===== src/rtl/hashed_key_count_table_defines.svh =====
// Assertion macros shared by the hashed key count table RTL.
// Depends on clk_i and rst_ni being visible in the module that expands them.
`ifndef HASHED_KEY_COUNT_TABLE_DEFINES_SVH
`define HASHED_KEY_COUNT_TABLE_DEFINES_SVH

// same-cycle implication
`define HKCT_ASSERT_IMP(lbl, ante, cons, msg) \
  lbl: assert property (@(posedge clk_i) disable iff (!rst_ni) (ante) |-> (cons)) else $error(msg);

// next-cycle implication
`define HKCT_ASSERT_NXT(lbl, ante, cons, msg) \
  lbl: assert property (@(posedge clk_i) disable iff (!rst_ni) (ante) |=> (cons)) else $error(msg);

`endif


===== src/rtl/hkct_pkg.sv =====
// Shared types of the hashed key count table: datapath commands and status.
// No dependencies.
package hkct_pkg;

  typedef enum logic [4:0] {
    CMD_CLEAR,
    CMD_TAKE,
    CMD_HASH,
    CMD_MOD,
    CMD_PINIT,
    CMD_PRD,
    CMD_PCHK,
    CMD_CRD,
    CMD_CCHK,
    CMD_NEXT,
    CMD_INSW,
    CMD_HIT,
    CMD_FAIL,
    CMD_DNEXT,
    CMD_DRD,
    CMD_DUCHK,
    CMD_LRD,
    CMD_LWR,
    CMD_DDEC,
    CMD_CPW,
    CMD_CPCLR,
    CMD_OUT
  } hkct_cmd_e;

  typedef struct packed {
    logic key_done;
    logic bc_last;
    logic mc_last;
    logic used;
    logic word_eq;
    logic wc_last;
    logic n_last;
    logic idx_last;
    logic dec_free;
    logic stays;
    logic out_free;
    logic kind;
  } hkct_status_t;

endpackage


===== src/rtl/hkct_ctrl.sv =====
// Controller of the hashed key count table: sequences clearing, hashing,
// probing, insertion and backward-shift deletion. Depends on hkct_pkg.
module hkct_ctrl
  import hkct_pkg::*;
(
  input  logic         clk_i,
  input  logic         rst_ni,
  input  hkct_status_t status_i,
  output hkct_cmd_e    cmd_o
);

  typedef enum logic [4:0] {
    S_CLEAR, S_TAKE, S_HASH, S_MOD, S_PINIT, S_PRD, S_PCHK, S_CRD, S_CCHK,
    S_NEXT, S_INSW, S_HIT, S_FAIL, S_DNEXT, S_DRD, S_DUCHK, S_LRD, S_LWR,
    S_DDEC, S_CPW, S_CPCLR, S_OUT
  } state_e;

  state_e state_q;
  logic   rehash_q;

  always_ff @(posedge clk_i or negedge rst_ni) begin
    if (!rst_ni) begin
      state_q  <= S_CLEAR;
      rehash_q <= 1'b0;
    end else begin
      case (state_q)
        S_CLEAR: if (status_i.idx_last) state_q <= S_TAKE;
        S_TAKE: begin
          if (status_i.key_done) begin
            state_q  <= S_HASH;
            rehash_q <= 1'b0;
          end
        end
        S_HASH:  if (status_i.bc_last) state_q <= S_MOD;
        S_MOD:   if (status_i.mc_last) state_q <= rehash_q ? S_DDEC : S_PINIT;
        S_PINIT: state_q <= S_PRD;
        S_PRD:   state_q <= S_PCHK;
        S_PCHK: begin
          if (status_i.used) state_q <= S_CRD;
          else state_q <= status_i.kind ? S_FAIL : S_INSW;
        end
        S_CRD:   state_q <= S_CCHK;
        S_CCHK: begin
          if (!status_i.word_eq) state_q <= S_NEXT;
          else if (status_i.wc_last) state_q <= S_HIT;
          else state_q <= S_CRD;
        end
        S_NEXT:  state_q <= status_i.n_last ? S_FAIL : S_PRD;
        S_INSW:  if (status_i.wc_last) state_q <= S_OUT;
        S_HIT:   state_q <= status_i.dec_free ? S_DNEXT : S_OUT;
        S_FAIL:  state_q <= S_OUT;
        S_DNEXT: state_q <= status_i.n_last ? S_OUT : S_DRD;
        S_DRD:   state_q <= S_DUCHK;
        S_DUCHK: state_q <= status_i.used ? S_LRD : S_OUT;
        S_LRD:   state_q <= S_LWR;
        S_LWR: begin
          if (status_i.wc_last) begin
            state_q  <= S_HASH;
            rehash_q <= 1'b1;
          end else begin
            state_q <= S_LRD;
          end
        end
        S_DDEC:  state_q <= status_i.stays ? S_DNEXT : S_CPW;
        S_CPW:   if (status_i.wc_last) state_q <= S_CPCLR;
        S_CPCLR: state_q <= S_DNEXT;
        S_OUT:   if (status_i.out_free) state_q <= S_TAKE;
        default: state_q <= S_CLEAR;
      endcase
    end
  end

  always_comb begin
    case (state_q)
      S_CLEAR: cmd_o = CMD_CLEAR;
      S_TAKE:  cmd_o = CMD_TAKE;
      S_HASH:  cmd_o = CMD_HASH;
      S_MOD:   cmd_o = CMD_MOD;
      S_PINIT: cmd_o = CMD_PINIT;
      S_PRD:   cmd_o = CMD_PRD;
      S_PCHK:  cmd_o = CMD_PCHK;
      S_CRD:   cmd_o = CMD_CRD;
      S_CCHK:  cmd_o = CMD_CCHK;
      S_NEXT:  cmd_o = CMD_NEXT;
      S_INSW:  cmd_o = CMD_INSW;
      S_HIT:   cmd_o = CMD_HIT;
      S_FAIL:  cmd_o = CMD_FAIL;
      S_DNEXT: cmd_o = CMD_DNEXT;
      S_DRD:   cmd_o = CMD_DRD;
      S_DUCHK: cmd_o = CMD_DUCHK;
      S_LRD:   cmd_o = CMD_LRD;
      S_LWR:   cmd_o = CMD_LWR;
      S_DDEC:  cmd_o = CMD_DDEC;
      S_CPW:   cmd_o = CMD_CPW;
      S_CPCLR: cmd_o = CMD_CPCLR;
      S_OUT:   cmd_o = CMD_OUT;
      default: cmd_o = CMD_CLEAR;
    endcase
  end

endmodule


===== config.mk =====
export PLATFORM = sky130hd
export DESIGN_NAME = hkct_ctrl
export DESIGN_NICKNAME = d
export VERILOG_FILES = /design/src/rtl/hashed_key_count_table_defines.svh /design/src/rtl/hkct_pkg.sv /design/src/rtl/hkct_ctrl.sv
export SDC_FILE = /design/constraint.sdc
export NUM_CORES = 1
export LEC_CHECK = 0
export ABC_AREA = 1
export BUFFER_PORTS_ARGS = -buffer_cell sky130_fd_sc_hd__buf_2
export CORE_MARGIN = 3
export CORE_UTILIZATION = 53
export DETAILED_ROUTE_END_ITERATION = 10
export GPL_TIMING_DRIVEN = 0
export PLACE_DENSITY = 0.9
export REMOVE_ABC_BUFFERS = 1
export SLEW_MARGIN = 15
export SYNTH_ARGS = -nofsm -noshare
export SYNTH_HDL_FRONTEND = slang
export SYNTH_SLANG_ARGS = --single-unit
export TNS_END_PERCENT = 1

===== constraint.sdc =====
create_clock -name clk_i -period 1.6 [get_ports clk_i]
set_input_delay 0.32 -clock clk_i [delete_from_list [all_inputs] [get_ports clk_i]]
set_output_delay 0.32 -clock clk_i [all_outputs]
set_load 0.02 [all_outputs]

* After elaboration in Yosys (flattened, before gate mapping)
Memory sizes are Yosys's and may differ from the RTL's.
Index checks and enable logic that the tools add are counted.
Widths: inputs -> output; s select.
** Word-level totals
- Flip-flop bits (word level) :: 6
- Memory bits (read-only) :: 160
- Logic and storage cells :: 58
- Memories :: 1
** Memory list
- (no name shown) :: depth 32, width 5, rd ports 1, clocked after memory_dff 0, wr ports 0, line hkct_ctrl.sv:74 : case (state_q)
** Operators by class
- Eq/ne operators :: 29
- Multiplexer cells :: 22
- Reduce and logical (&&, ||, !) cells :: 4
** Operators by type and width (count)
- $pmux 5 s22 :: 1
- $mux 5 :: 12
- $eq 5x4->1 const B :: 8
- $eq 5x5->1 const B :: 6
- $eq 5x3->1 const B :: 4
- $mux 4 :: 4
- $ne 2x2->1 const B :: 8
- $eq 5x2->1 const B :: 2
- $reduce_and 7->1 :: 1
- $mux 3 :: 2
- $eq 5x1->1 const B :: 1
- $logic_not 5->1 :: 1
- $reduce_and 3->1 :: 1
- $mux 1 :: 2
- $pmux 1 s2 :: 1
- $reduce_bool 2->1 :: 1

* Depth between registers and ports, before layout
Gate-level depths: netlist (run 1).
- Depth in word-level cells :: 3
- Gate-level depth with buffers :: 11
- Gate-level depth less buffers :: 10

* Worst setup path after synthesis (run 1)
OpenSTA, ideal clock, no wires.
- Path kind :: reg-to-output
- From :: register state_q[3]
- To :: output port cmd_o[0]
- Arrival time :: 1177 ps
- Required time :: 1280 ps
- Path slack :: 103 ps
- Stages on the path, launching flop included :: 5
- Cell sequence :: dfrtp_1 nor2_1 buf_2 inv_1 a31oi_1
** On the way
- Word-level cells in the longest chain between the ends :: 1
** Ends and longest elaborated chain
- start: declaration :: line hkct_ctrl.sv:18 : state_e state_q;
- start signal: assignment :: line hkct_ctrl.sv:35 : S_MOD: if (status_i.mc_last) state_q <= rehash_q ? S_DDEC : S_PINIT;
- start signal: assignment :: line hkct_ctrl.sv:40 : else state_q <= status_i.kind ? S_FAIL : S_INSW;
- start signal: assignment :: line hkct_ctrl.sv:48 : S_NEXT: state_q <= status_i.n_last ? S_FAIL : S_PRD;
- $mem_v2 32x5
- end: declaration :: line hkct_ctrl.sv:9 : output hkct_cmd_e cmd_o
No other way between the ends.

* Worst setup path in the final report (run 1)
Same ends and word-level chain as after synthesis.

==> impl_metrics.yaml, run 1 <==
min_path:
  min_path_type: "in2reg"
clock_tree:
  cts_tree: "yes"
  cts-buffers-inserted: 3
  htreeDepth: 1
  cts_max_path_buffers: 2
  worstSkewPairLatency_ns: 0.25
  cts.sinks: 6
  cts-root-buf: "clkbuf_4"
  clk_pin_slew_ns: 0.04
sta:
  slew-limit-headroom_pct: 80.56
  setup-violations-final: 1
  skew_ns: 0.0003814
  rsz0062_at_grt: "true"
  min_period_ns: 1.610
  worstMarginPinSlew_ns: 0.2912
  setup_slack_ns: -0.01003
  report.final.slew_viol_count: 0
  min_period_over_period_pct: 100.6
  max_freq_mhz: 621.1
  hold_viol_final: 0
route:
  met2_length_mm: 1.194
  firstDrtPassIters: 4
  drc_errors: 0
  drtAntennaViolNets: 0
  drt_iter0_drc: 46
  viasPerCell: 5.778
  vias: 1144
  drt-total-wl_mm: 2.514
  wl_per_cell_um: 12.70
  dr_wl_met3_um: 214
  met1_length_mm: 1.041
  routed.top_layer: "met4"
final_layout:
  syn2layout_area_growth_pct: 24.81
  antennaDiodeCount: 0
  final_nets: 199
  layout-drive-gt1-share_pct: 27.87
  final_cells: 198
yosys:
  avgSynthCellArea_um2: 5.232
  synth_seq_area_share_pct: 17.94
  ys_top_cells_by_area: "nand2_1 (22%), dfrtp_1 (18%), nand3_1 (14%), nor2_1 (11%), inv_1 (8.1%)"
  yosysUniqueCellTypes: 20
  synthFlopType: "dfrtp_1"
  synth_edf_count: 0
  syn-cell-area_um2: 837.1
  ys_ff_latch: 6
  async_flop_share_pct: 100.0
  synth_top_area_cell: "nand2_1"
  netlist_instances: 160
  synth_warnings: 0
  synthTopCellsByCount: "nand2_1 (49), nor2_1 (25), nand3_1 (24), inv_1 (18)"
  yosysMostFrequentCell: "nand2_1"
  synthDominantCellAreaShare_pct: 21.97
place:
  dp_cells: 188
  portBuffers: 18
  dp_hpwl_mm: 1.839
  gp_congestion: 0.9360
setup_path:
  path_delay_family: "flip-flops"
  cp_slowest_cell: "dfrtp_2"
  path_buf_inv: 2
  r2r_slack_ns: 0.09
  endpoint_kind: "primary output"
  critPathMaxFanout: 6
  slowest_delay_ns: 0.48
  cp_cell_sequence: "nor2_4 > inv_1 > a31oi_1 > buf_4"
  start_kind: "register"
  worstSetupPathType: "reg2out"
  required_ns: 1.28
  arrival_ns: 1.29
pwr:
  p_int_uw: 866.5
  total_power_mw: 2.073
  pwr-share-clk_pct: 6.9
  switching_share_pct: 58.20
  combPwrFrac_pct: 74.2
  peakVddDrop_uv: 953.2
  p_leak_nw: 0.6087
  seqPwrFrac_pct: 19.0
  p_switching_mw: 1.207
  power_density_nw_per_um2: 1984
outcome:
  violations: "negative setup slack"
  outcome: "complete, but fails checks"
global_routing:
  grt_pass1_vias: 955
  grt_usage_pct: 26.17
  overflow: 0
  grt_start_max_net_pins: 16
  antenna_found_initial: 0
  grt_pass1_wl_mm: 3.995
floorplan:
  die_x_um: 45.74
  die_h_um: 45.74
  core-area_um2: 1383
  rows: 13
  design.die.area_um2: 2092
  ios: 19
  initial_utilization_pct: 60.54
run:
  drv_cap: 0
==> cell type report <==
cell class	count	area, µm²
Multi-Input combinational cell	127	610.6
Fill cell	128	337.8
Sequential cell	6	156.4
Timing Repair Buffer	25	150.1
Inverter	22	86.33
Clock buffer	3	22.52
Tap cell	15	18.77
==> registers in the layout, indices dropped and copies added, names as in the netlist <==
register  count
state_q       5
rehash_q      1
==> worst paths after layout <==
check                                       startpoint                      to  cells past startpoint
worst max register to register  state_q[4]$_DFFE_PN0P_  state_q[0]$_DFFE_PN0P_                      9
worst min register to register    rehash_q$_DFFE_PN0P_    rehash_q$_DFFE_PN0P_                      2
worst max-delay path            state_q[3]$_DFFE_PN0P_                cmd_o[0]                      4
min in group asynchronous                       rst_ni  state_q[3]$_DFFE_PN0P_                      2
worst min-delay path                      status_i[11]    rehash_q$_DFFE_PN0P_                      2
max in group asynchronous                       rst_ni  state_q[1]$_DFFE_PN0P_                      2
==> logic make-up (layout without fill, tap and decap cells) <==
kind of cell,after synthesis,after routing,synth area share [%]
compound gates,15,15,10.16
flops,6,6,17.94
buf+inv,27,50,13.15
simple gates,112,112,58.75
==> power groups by stage <==
stage	clock network (mW)	registers (mW)	logic (mW)
after floorplan	0	0.350	0.964
after global placement	0	0.387	1.24
after detailed placement	0	0.390	1.26
after CTS	0.145	0.365	1.39
after global routing	0.157	0.402	1.71
final	0.142	0.394	1.54
==> per-layer routing <==
layer | vias to the layer above | global-route usage [%]
li1 | 561 | -
met4 | 0 | 8.523
met1 | 518 | 35.32
met3 | 8 | 6.324
met5 | - | 0
met2 | 57 | 40.67
==> stage by stage <==
stage | worst slack, ns | area, µm² | utilization, % | setup TNS, ns | hold WS, ns
2_1_floorplan | -0.07761 | 809.5 | - | -0.3600 | 0.02441
3_3_place_gp | -0.4828 | 918.4 | 66.43 | -2.751 | 0.1419
3_5_place_dp | -0.5204 | 918.4 | 66.43 | -2.974 | 0.1456
4_1_cts | 0.007492 | 984.7 | 71.22 | 0 | 0.2888
5_1_grt | -0.05473 | 1045 | 75.57 | -0.1049 | 0.3109
6_report | -0.01003 | 1045 | 75.57 | -0.01003 | 0.2944
==> layout by cell type, fill, tap and decap left out <==
| cell type | count |
|---|---|
| o21ai_2 | 1 |
| a22oi_1 | 1 |
| buf_2 | 16 |
| clkbuf_4 | 3 |
| inv_2 | 5 |
| dfrtp_1 | 1 |
| nand4_1 | 5 |
| buf_4 | 8 |
| dlygate4sd3_1 | 1 |
| inv_1 | 16 |
| nor2_4 | 4 |
| o21ai_1 | 4 |
| a31oi_1 | 1 |
| dfrtp_2 | 5 |
| nand2_1 | 48 |
| nor2_2 | 4 |
| o2111ai_1 | 1 |
| nand2_2 | 2 |
| nor2_1 | 24 |
| nand3_2 | 2 |
| o21ai_0 | 3 |
| a21oi_1 | 3 |
| o211ai_1 | 1 |
| nand3_1 | 22 |
| nand3b_1 | 1 |
| clkinvlp_4 | 1 |
==> what timing repair did <==
item / 4_1_cts / 5_1_grt
buffers inserted: 2 / 4
setup endpoints to repair: 9 / 8
pin swaps: 1 / 1
hold endpoints to repair: 6 / 0
resized for setup: 6 / 11
hold buffers: 1 / 0
Note: power is estimated with default switching activity, not from simulation.
==> run 2: changes to the inputs <==
CAP_MARGIN = 10   (was not set)
PLACE_DENSITY = 0.78   (was 0.9)
==> impl_metrics.yaml, run 2 (synthesis results as in run 1) <==
outcome:
  outcome: "completed"
setup_path:
  r2r_slack_ns: 0.04
  endpoint_kind: "primary output"
  cp_slowest_cell: "dfrtp_4"
  arrival_ns: 1.25
  worstSetupPathType: "reg2out"
  critPathMaxFanout: 6
  cp_common_cell: "buf_4"
  path_buf_inv: 2
  path_delay_family: "flip-flops"
  start_kind: "register"
  slowest_delay_ns: 0.52
  cp_cell_sequence: "buf_4 > a31oi_1 > buf_4"
  required_ns: 1.28
global_routing:
  grt_usage_pct: 27.80
  antenna_found_initial: 0
  top_usage_layer: "met2"
  overflow: 0
  grtUsageMet1_pct: 35.65
  met2_usage_pct: 47.08
  grt_pass1_vias: 991
  grt_pass1_wl_mm: 4.264
  grt_start_max_net_pins: 11
  met3_usage_pct: 6.719
route:
  wl_per_cell_um: 13.97
  drc_errors: 0
  drt_iter0_drc: 63
  viasPerCell: 5.891
  firstDrtPassIters: 4
  drtAntennaViolNets: 0
  vias: 1184
  drt-total-wl_mm: 2.807
final_layout:
  final_nets: 202
  multi_input_area_um2: 618.1
  antennaDiodeCount: 0
  syn2layout_area_growth_pct: 28.25
  n_fill_cell: 129
  top_register: "state_q"
  largest_register_ffs: 5
  layout-drive-gt1-share_pct: 28.49
  final_common_cell: "nand2_1"
  largestRegisters: "state_q x5, rehash_q x1"
  final_cell_mix: "nand2_1 (48), nor2_1 (24), nand3_1 (22)"
  seq_area_um2: 157.7
run:
  drv_cap: 0
place:
  portBuffers: 18
  gp_congestion: 0.9388
  dp_hpwl_mm: 1.949
clock_tree:
  htreeDepth: 1
  clk_pin_slew_ns: 0.05
  cts_tree: "yes"
  cts.sinks: 6
  cts-buffers-inserted: 3
  cts-root-buf: "clkbuf_4"
  worstSkewPairLatency_ns: 0.25
  cts_max_path_buffers: 2
floorplan:
  design.die.area_um2: 2092
  rows: 13
  die_h_um: 45.74
  core-area_um2: 1383
  ios: 19
  initial_utilization_pct: 60.54
  die_x_um: 45.74
sta:
  min_period_over_period_pct: 98.26
  setup-tns-final_ns: 0
  timing.hold.ws_ns: 0.2886
  setup-violations-final: 0
  slew-limit-headroom_pct: 81.23
  report.final.slew_viol_count: 0
  min_period_ns: 1.572
  hold_viol_final: 0
  rsz0062_at_grt: "true"
  worstMarginPinSlew_ns: 0.2812
  max_freq_mhz: 636.1
  skew_ns: 0.001283
min_path:
  min_path_type: "in2reg"
pwr:
  peakVddDrop_uv: 1154
  p_leak_nw: 0.6268
  power_density_nw_per_um2: 2010
run 2: changes by cell type in the layout (fill, tap and decap cells not counted), sizes merged:
cell,change
buf,+3
run 2: path summary, 6_finish.rpt:
kind,to,cells past startpoint,startpoint
setup / recovery,cmd_o[0],3,state_q[4]$_DFFE_PN0P_
hold / removal,rehash_q$_DFFE_PN0P_,2,status_i[11]
setup reg to reg,state_q[4]$_DFFE_PN0P_,9,state_q[4]$_DFFE_PN0P_
hold reg to reg,state_q[1]$_DFFE_PN0P_,2,state_q[1]$_DFFE_PN0P_
max in group asynchronous,state_q[4]$_DFFE_PN0P_,2,rst_ni
min in group asynchronous,state_q[4]$_DFFE_PN0P_,2,rst_ni
run 2: repair_timing:
item / 4_1_cts / 5_1_grt
endpoints found under the hold margin: 6 / 0
pin swaps: 1 / 1
buffers inserted: 5 / 4
resized for setup: 8 / 9
gates cloned: 0 / 0
hold buffers: 1 / 0
setup endpoints to repair: 9 / 6
run 2: worst reg2reg max path, stage by stage, from the launching register on:
cell and delay [ns]:
dfrtp_4 0.47, clkinvlp_4 0.17, nand3_4 0.14, nor2_1 0.08, nor2_1 0.13, nand2_1 0.11
nor2_1 0.15, nand2_1 0.08, nand2_1 0.08, nand2_1 0.05
run 2: metrics by stage:
| step | setup slack (ns) | power (mW) | instances | instance area (µm²) | utilization [%] |
|---|---|---|---|---|---|
| 4_1_cts | 0.01740 | 1.953 | 197 | 1011 | 73.12 |
| 3_3_place_gp | -0.4601 | 1.622 | 188 | 918.4 | 66.43 |
| 2_1_floorplan | -0.07761 | 1.315 | 155 | 809.5 | - |
| 3_5_place_dp | -0.4825 | 1.653 | 188 | 918.4 | 66.43 |
| 6_report | 0.02785 | 2.158 | 201 | 1074 | 77.65 |
| 5_1_grt | -0.02099 | 2.336 | 201 | 1074 | 77.65 |
run 2: where the power goes:
group	internal, mW	switching (mW)
registers	0.245	0.159
clock network	0.0853	0.0614
logic	0.579	1.03
run 2: final cells by class:
cell class,count,area share [%]
well taps,15,1.748
inverters,22,8.042
repair buffers,28,15.85
clock buffers,3,2.098
multi-input cells,127,57.58
flip-flops and latches,6,14.69
run 2: routing by layer:
metal / wire (µm) / vias up
li1: - / 569
met1: 1118 / 536
met2: 1372 / 70
met3: 268 / 9
met4: 48 / 0
met5: 0 / -
